--- src/rtl/kem_pkg.sv ---
// kem_pkg: types and constants for the key edge event mapper
// no dependencies; imported by key_edge_event_mapper and kem_checker

package kem_pkg;

  localparam int unsigned KeyCount  = 7;
  localparam int unsigned HeldBits  = 6;
  localparam int unsigned CodeBits  = 6;
  localparam int unsigned StampBits = 32;
  localparam int unsigned SlotBits  = 6;

  // packed stream widths, padded to whole bytes
  localparam int unsigned InDataBits  = 40;
  localparam int unsigned OutDataBits = 56;

  // event ids
  localparam logic [CodeBits-1:0] EvUp      = 6'd1;
  localparam logic [CodeBits-1:0] EvDown    = 6'd3;
  localparam logic [CodeBits-1:0] EvLeft    = 6'd2;
  localparam logic [CodeBits-1:0] EvRight   = 6'd4;
  localparam logic [CodeBits-1:0] EvJump    = 6'd7;
  localparam logic [CodeBits-1:0] EvConfirm = 6'h24;

  typedef logic [KeyCount-1:0] keys_t;

  // event id per key bit, up to Return
  typedef logic [CodeBits-1:0] code_tab_t [KeyCount];
  localparam code_tab_t EventIds = '{EvUp, EvDown, EvLeft, EvRight, EvJump,
                                     EvConfirm, EvConfirm};

  // one result as it leaves the block
  typedef struct packed {
    logic [SlotBits-1:0]  event_slot;
    logic [StampBits-1:0] event_stamp;
    logic                 event_pressed;
    logic [CodeBits-1:0]  event_code;
    logic                 event_valid;
    logic [HeldBits-1:0]  held_mask;
  } result_t;

endpackage

--- src/rtl/key_edge_event_mapper.sv ---
// key_edge_event_mapper: key edge detector posting one event per changed key
// depends on kem_pkg
//
//  channel  dir  tdata fields (low bit up)            tlast          tuser
//  s_axis   in   keys_down[6:0], frame_time[38:7]     -              -
//  m_axis   out  held_mask, event_valid, event_code,  last_of_frame  -
//                event_pressed, event_stamp, event_slot
//
// a frame yields one result per changed key, or one result when nothing changed
// (1 to 7 results); the result register emits one result per cycle unless m_axis
// stalls, and the next frame is taken in the cycle its predecessor's last result is loaded.
// reset clears the previous keys, the started flag and the slot pointer.
// a stall on m_axis holds the result register and the pending key mask.

module key_edge_event_mapper #(
  parameter int unsigned RING_SLOTS = 64
) (
  input  logic                           clk_i,
  input  logic                           rst_ni,
  input  logic                           s_axis_tvalid,
  output logic                           s_axis_tready,
  // keys_down[6:0], frame_time[38:7], zero pad
  input  logic [kem_pkg::InDataBits-1:0] s_axis_tdata,
  output logic                           m_axis_tvalid,
  input  logic                           m_axis_tready,
  // held_mask[5:0], event_valid[6], event_code[12:7], event_pressed[13],
  // event_stamp[45:14], event_slot[51:46], zero pad
  output logic [kem_pkg::OutDataBits-1:0] m_axis_tdata,
  output logic                           m_axis_tlast
);
  import kem_pkg::*;

  localparam int unsigned PtrBits = (RING_SLOTS > 1) ? $clog2(RING_SLOTS) : 1;
  localparam logic [PtrBits-1:0] PtrLast = PtrBits'(RING_SLOTS - 1);

  logic                 busy_q, busy_d;
  keys_t                keys_q, prev_q, pend_q, pend_d;
  logic [StampBits-1:0] stamp_q;
  logic                 started_q;
  logic [PtrBits-1:0]   ptr_q, ptr_d;
  logic                 out_valid_q;
  result_t              res_q, res_d;
  logic                 res_last_q, last_d;

  logic                 load_ok, emit, s_acc;
  keys_t                in_keys, pick, pend_rest;
  logic [2:0]           pick_idx;

  assign in_keys = s_axis_tdata[KeyCount-1:0];
  assign load_ok = !out_valid_q || m_axis_tready;
  assign emit    = busy_q && load_ok;

  // lowest pending key
  always_comb begin
    pick     = '0;
    pick_idx = '0;
    for (int k = KeyCount - 1; k >= 0; k--) begin
      if (pend_q[k]) begin
        pick     = '0;
        pick[k]  = 1'b1;
        pick_idx = 3'(k);
      end
    end
    pend_rest = pend_q & ~pick;
  end

  assign last_d        = (pend_rest == '0);
  assign s_axis_tready = !busy_q || (load_ok && last_d);
  assign s_acc         = s_axis_tvalid && s_axis_tready;

  // result build and slot advance
  always_comb begin
    res_d           = '0;
    res_d.held_mask = keys_q[HeldBits-1:0];
    ptr_d           = ptr_q;
    if (pend_q != '0) begin
      res_d.event_valid   = 1'b1;
      res_d.event_code    = EventIds[pick_idx];
      res_d.event_pressed = |(keys_q & pick);
      res_d.event_stamp   = stamp_q;
      res_d.event_slot    = SlotBits'(ptr_q);
      ptr_d               = (ptr_q == PtrLast) ? '0 : ptr_q + 1'b1;
    end
  end

  // frame stage next state
  always_comb begin
    busy_d = busy_q;
    pend_d = pend_q;
    if (emit) begin
      pend_d = pend_rest;
      if (last_d) busy_d = 1'b0;
    end
    if (s_acc) begin
      busy_d = 1'b1;
      pend_d = started_q ? (in_keys ^ prev_q) : '0;
    end
  end

  // frame stage control
  always_ff @(posedge clk_i or negedge rst_ni) begin
    if (!rst_ni) begin
      busy_q    <= 1'b0;
      pend_q    <= '0;
      prev_q    <= '0;
      started_q <= 1'b0;
      ptr_q     <= '0;
    end else begin
      busy_q <= busy_d;
      pend_q <= pend_d;
      if (emit) ptr_q <= ptr_d;
      if (s_acc) begin
        prev_q    <= in_keys;
        started_q <= 1'b1;
      end
    end
  end

  // frame stage payload
  always_ff @(posedge clk_i) begin
    if (s_acc) begin
      keys_q  <= in_keys;
      stamp_q <= s_axis_tdata[KeyCount +: StampBits];
    end
  end

  // result register valid
  always_ff @(posedge clk_i or negedge rst_ni) begin
    if (!rst_ni) begin
      out_valid_q <= 1'b0;
    end else if (load_ok) begin
      out_valid_q <= busy_q;
    end
  end

  // result register payload
  always_ff @(posedge clk_i) begin
    if (emit) begin
      res_q      <= res_d;
      res_last_q <= last_d;
    end
  end

  assign m_axis_tvalid = out_valid_q;
  assign m_axis_tdata  = OutDataBits'(res_q);
  assign m_axis_tlast  = res_last_q;

endmodule

--- config.mk ---
export PLATFORM = sky130hd
export DESIGN_NAME = key_edge_event_mapper
export DESIGN_NICKNAME = d
export VERILOG_FILES = /design/src/rtl/kem_pkg.sv /design/src/rtl/key_edge_event_mapper.sv
export SDC_FILE = /design/constraint.sdc
export NUM_CORES = 1
export LEC_CHECK = 0
export ABC_CLOCK_PERIOD_IN_PS = 3170
export BUFFER_PORTS_ARGS = -buffer_cell sky130_fd_sc_hd__buf_2
export CORE_MARGIN = 5
export CORE_UTILIZATION = 27
export CTS_CLUSTER_SIZE = 12
export DETAILED_ROUTE_END_ITERATION = 6
export PLACE_DENSITY = 0.5
export SLEW_MARGIN = 20
export SYNTH_ARGS = -nofsm -noshare
export SYNTH_HDL_FRONTEND = slang
export SYNTH_SLANG_ARGS = --single-unit
export TNS_END_PERCENT = 20
--- constraint.sdc ---
create_clock -name clk_i -period 3.17 [get_ports clk_i]
set_input_delay 0.1585 -clock clk_i [delete_from_list [all_inputs] [get_ports clk_i]]
set_output_delay 0.1585 -clock clk_i [all_outputs]
set_load 0.01 [all_outputs]
# == Yosys cells after proc, flatten, opt, wreduce, memory -nomap -nowiden ==
# Memory sizes are Yosys's and may differ from the RTL's. A register that Yosys moved wholly into a read port is not among the register bits.
# Index checks and enable logic that the tools add are counted.
# totals
elab_cells,59
rom_bits,48
register_bits,109
n_memories,1
output_inout_bits,59
# mem_list
name,depth,width,rd,rd_ports_with_merged_regs,write_ports,line,rtl
(no name shown),8,6,1,1,0,key_edge_event_mapper.sv:78,res_d.event_code = EventIds[pick_idx];
# op_classes
bitwise_logic,5
eq_ne,1
reduce_logical,15
n_addsub,1
muxes,22
# op_table
cell,count
2-to-1 mux 7 bit,10
2-to-1 mux 3 bit,7
AND 7 bit,2
zero test 7 bit,1
inverter 7 bit,1
nonzero test 7 bit,1
OR reduction 7 bit,1
XOR 7 bit,1
adder 6 x 1 -> 6 bit (second input constant),1
equality test 6 bit (second input constant),1
2-to-1 mux 6 bit,1
2-to-1 mux 1 bit,4
inverter 3 -> 4 bit,1
AND reduction 2 bit,2
nonzero test 2 bit,2
logical AND 1 bit,3
zero test 1 bit,3
logical OR 1 bit,2

# == Logic depth before layout (Yosys ltp) ==
# logic_depth
word_depth,15
mapped_depth,8
mapped_depth_nobuf,7

# == Least setup slack after synthesis ==
# OpenSTA, ideal clock, no wires.
# synth_timing
path_kind,reg-to-reg
startpoint,reg pend_q[3]
endpoint,reg prev_q[1]
arrival_ps,2176
t_required_ps,3045
stages_incl_launch_ff,8
period_less_slack_ps,2301
n_path_buf,2
path_slack_ps,869
cell_sequence,dfrtp_1 > buf_6 > or4_4 > nor3_4 > o211ai_2 > a21boi_2 > buf_6 > mux2_4
# synth_between
elab_chain_len,10
# synth_lines
item,line,rtl
start: declaration,key_edge_event_mapper.sv:37,"keys_t keys_q, prev_q, pend_q, pend_d;"
start signal: assignment,key_edge_event_mapper.sv:110,pend_q <= pend_d;
2-to-1 mux 7 bit (4 in a row),key_edge_event_mapper.sv:58,if (pend_q[k]) begin
inverter 7 bit,key_edge_event_mapper.sv:64,pend_rest = pend_q & ~pick;
AND 7 bit *,key_edge_event_mapper.sv:64,
zero test 7 bit *,key_edge_event_mapper.sv:67,assign last_d = (pend_rest == '0);
logical AND 1 bit *,key_edge_event_mapper.sv:68,assign s_axis_tready = !busy_q || (load_ok && last_d);
logical OR 1 bit *,key_edge_event_mapper.sv:68,
logical AND 1 bit *,key_edge_event_mapper.sv:69,assign s_acc = s_axis_tvalid && s_axis_tready;
end signal: assignment,key_edge_event_mapper.sv:113,prev_q <= in_keys;
end: declaration,key_edge_event_mapper.sv:37,
# Mark *: on every way between the ends. The rest lies on a longest branch, timed or not.
# A chain may end at the register's enable or synchronous reset.

# == Final worst setup path ==
# layout_timing
startpoint,reg pend_q[1]
endpoint,reg keys_q[4] (enable)
# layout_between
elab_chain_len,8
# layout_lines
item,line,rtl
2-to-1 mux 7 bit (2 in a row),key_edge_event_mapper.sv:58,
inverter 7 bit,key_edge_event_mapper.sv:64,
AND 7 bit *,key_edge_event_mapper.sv:64,
zero test 7 bit *,key_edge_event_mapper.sv:67,
logical AND 1 bit *,key_edge_event_mapper.sv:68,
logical OR 1 bit *,key_edge_event_mapper.sv:68,
logical AND 1 bit *,key_edge_event_mapper.sv:69,
end signal: assignment,key_edge_event_mapper.sv:122,keys_q <= in_keys;
end: declaration,key_edge_event_mapper.sv:37,
# Marks and branches as above.

==> impl_metrics.json <==
{
  "outcome": "finished clean",
  "grt_pass1_vias": 2929,
  "setup.worst_path.class": "flip-flop to flip-flop",
  "synth_cells": 298,
  "regArea_sq_um": 3278,
  "drcViolationCount": 0,
  "synth.area.top_cells": "edfxtp_1 (60%), dfrtp_1 (13%), and2_1 (5.3%)",
  "synth_area_sq_um": 4516,
  "critPathSlowestCell": "or4_4",
  "nets": 492,
  "critPathArrivalTime_ns": 2.66,
  "post_drt_wl_per_cell_microns": 14.66,
  "swShare_pct": 31.58,
  "ant_nets": 0,
  "crit_path_cell_trace": "or4_4, nor3_4, o211ai_2, a21boi_4, buf_12",
  "pwr-share-seq_pct": 42.3,
  "grt_pass1_wl_microns": 15720,
  "maxSlewHeadroom_pct": 55.38,
  "synth_top_area_cell": "edfxtp_1",
  "synth_top_area_share_pct": 59.85,
  "clock_sinks": 113,
  "ir_worst_vdd_v": 0.0003175,
  "power.density_nw_per_um2": 1005,
  "placed_cells": 605,
  "syn_to_final_growth_pct": 37.35,
  "grt_usage_pct": 10.32,
  "period_share_pct": 81.31,
  "clk_path_buf_depth": 2,
  "cts_setup_buffers": 0,
  "die-area_sq_um": 19410,
  "fp.dieW_microns": 139.3,
  "cp_data_required_time_ns": 3.26,
  "cts_tree": "built",
  "combPwrFrac_pct": 29.3,
  "place.gp.congestion": 0.8114,
  "clock_latency_ns": 0.40,
  "drtIter0Drc": 177,
  "grt_antenna_before_repair": 0,
  "finalPower_mw": 6.235,
  "final_core_util_pct": 37.53,
  "min_period_ns": 2.578,
  "place.port_buffers": 95,
  "p_leak_nw": 2.446,
  "yosysWarnings": 0,
  "startpoint_type": "flip-flop",
  "cts-buffers-inserted": 17,
  "design_area_sq_um": 6202,
  "drive_gt1_share_pct": 31.80,
  "p_int_mw": 4.266,
  "synthArstFlopShare_pct": 20.35,
  "drt-total-wl_microns": 9911,
  "dr.pass1.iters": 4,
  "use_met3_pct": 4.220,
  "hold_viol": 0,
  "synth-main-ff-cell": "edfxtp_1",
  "layout.cells.non_filler": 676,
  "clk_pin_slew_ns": 0.06,
  "die_y_microns": 139.3,
  "grtUsageMet2_pct": 16.06,
  "hold_path.class": "input port to flip-flop",
  "htreeDepth": 4,
  "multi_input_area_sq_um": 1121,
  "grt_max_degree": 41,
  "synth_seq_area_share_pct": 72.60,
  "finalClockSkew_ns": 0.009411,
  "core_sq_um": 16520,
  "synth-edff-count": 90,
  "cts_root_buf": "clkbuf_16",
  "io_pins": 103,
  "end_kind": "flip-flop",
  "antenna_cells": 0,
  "vias": 2847,
  "synth_area_per_cell_sq_um": 15.15,
  "cp_max_fo": 29,
  "post_dp_cell_area_sq_um": 5250,
  "setup_slack_ns": 0.5924,
  "top_usage_layer": "met2",
  "finalSetupTns_ns": 0,
  "grt_use_met1_pct": 13.01,
  "fillCellCount": 1599,
  "max_freq_mhz": 388.0,
  "maxSlewViolCount": 0,
  "holdWs_ns": 0.1660,
  "post-place-ws_ns": 0.5877,
  "dp_hpwl_microns": 6776,
  "overflow": 0,
  "viasPerCell": 4.212,
  "ys_ff_latch": 113,
  "pwr-share-clk_pct": 28.3,
  "worst-slew-pin-transition_ns": 0.6676,
  "rows": 47,
  "max_cap_viol_count": 0,
  "max_stage_delay_ns": 0.59,
  "yosys.cell_types.count": 51,
  "p_switching_mw": 1.969,
  "rsz0062_at_grt": "false",
  "setup_viol": 0,
  "start_util_pct": 27.33
}
timing repair:
item,CTS,global route
resized for setup,0,0
hold buffers,40,0
endpoints found under the hold margin,62,0
sequential cells by signal, summed over array words and instances (netlist names):
name	cells
busy_q	1
keys_q	7
m_axis_tdata	50
m_axis_tlast	1
m_axis_tvalid	1
pend_q	7
prev_q	7
ptr_q	6
stamp_q	32
started_q	1
metal layers:
| metal | up-vias | wire length [microns] | part of all wire (%) |
|---|---|---|---|
| met5 | - | 0 | 0 |
| met3 | 10 | 707 | 7.1 |
| met4 | 0 | 130 | 1.3 |
| met2 | 94 | 4577 | 46 |
| met1 | 1371 | 4497 | 45 |
| li1 | 1372 | - | - |
worst paths after layout:
kind,start,end,slack [ns],cells past startpoint
setup / recovery,pend_q[1],keys_q[4],0.59,5
hold / removal,s_axis_tvalid,busy_q,0.17,2
setup reg to reg,pend_q[1],keys_q[4],0.59,5
hold reg to reg,keys_q[4],m_axis_tdata[4],0.47,0
max in group asynchronous,rst_ni,ptr_q[4],2.48,2
min in group asynchronous,rst_ni,prev_q[2],0.30,2
power groups by stage:
stage | sequential, mW | combinational, mW | clock [mW]
floorplan | 2.68 | 1.12 | 0
global placement | 2.65 | 1.80 | 0
detailed placement | 2.67 | 1.83 | 0
CTS | 2.64 | 1.87 | 1.81
global route | 2.70 | 2.03 | 1.89
finish | 2.64 | 1.83 | 1.77
critical path, delay by kind of cell, from the launching register on:
| kind | cells | cell delay (ns) |
|---|---|---|
| AOI/OAI and AO/OA | 2 | 0.71 |
| buffers and inverters | 1 | 0.29 |
| DFF | 1 | 0.51 |
| and+or+nand+nor | 2 | 0.76 |
final cells by class:
cell class / count / area share [%]
flip-flops and latches: 113 / 52.85
clock inverters: 12 / 1.916
well taps: 220 / 4.438
multi-input cells: 163 / 18.08
repair buffers: 141 / 15.25
clock buffers: 19 / 6.980
inverters: 8 / 0.4842
Yosys cell counts, types with 3 or more instances:
master    count
mux2i_1       3
inv_1         8
xor2_1        7
nor2b_1       3
clkbuf_1     10
o21ai_0      13
ha_1          4
nand3_1       4
nand2_1      18
nand4_1       4
edfxtp_1     90
mux2_4        5
nand2b_1      4
dfrtp_1      23
mux2_2        3
buf_4         7
nor2_1        6
nor3_1        3
and2_1       38
a21oi_1       6
cell usage in the layout (no fill, tap or decap), types with 4 or more instances in the layout:
cell	netlist	final
conb_1	1	6
clkinv_2	0	4
dlygate4sd3_1	0	40
xor2_1	7	7
a21oi_1	6	6
dfrtp_1	23	23
mux2_4	5	5
nand3_1	4	4
and2_1	38	38
nand4_1	4	4
buf_4	7	4
clkbuf_16	0	17
o21ai_0	13	13
edfxtp_1	90	90
buf_2	0	95
nand2_1	18	18
inv_1	8	7
nor2_1	6	6
nand2b_1	4	4
ha_1	4	4
logic make-up (layout without fill, tap and decap cells):
group / count (synthesis) / in the layout / share of synthesized area, %
AOI/OAI and AO/OA: 42 / 42 / 6.512
xor gates and xnor gates: 9 / 9 / 1.746
adders and majority gates: 5 / 5 / 1.330
buffers and inverters: 27 / 180 / 3.159
DFF: 113 / 113 / 72.60
muxes: 11 / 11 / 3.076
other: 1 / 6 / 0.08305
and+or+nand+nor: 90 / 90 / 11.50
Note: power is estimated with default switching activity, not from simulation.
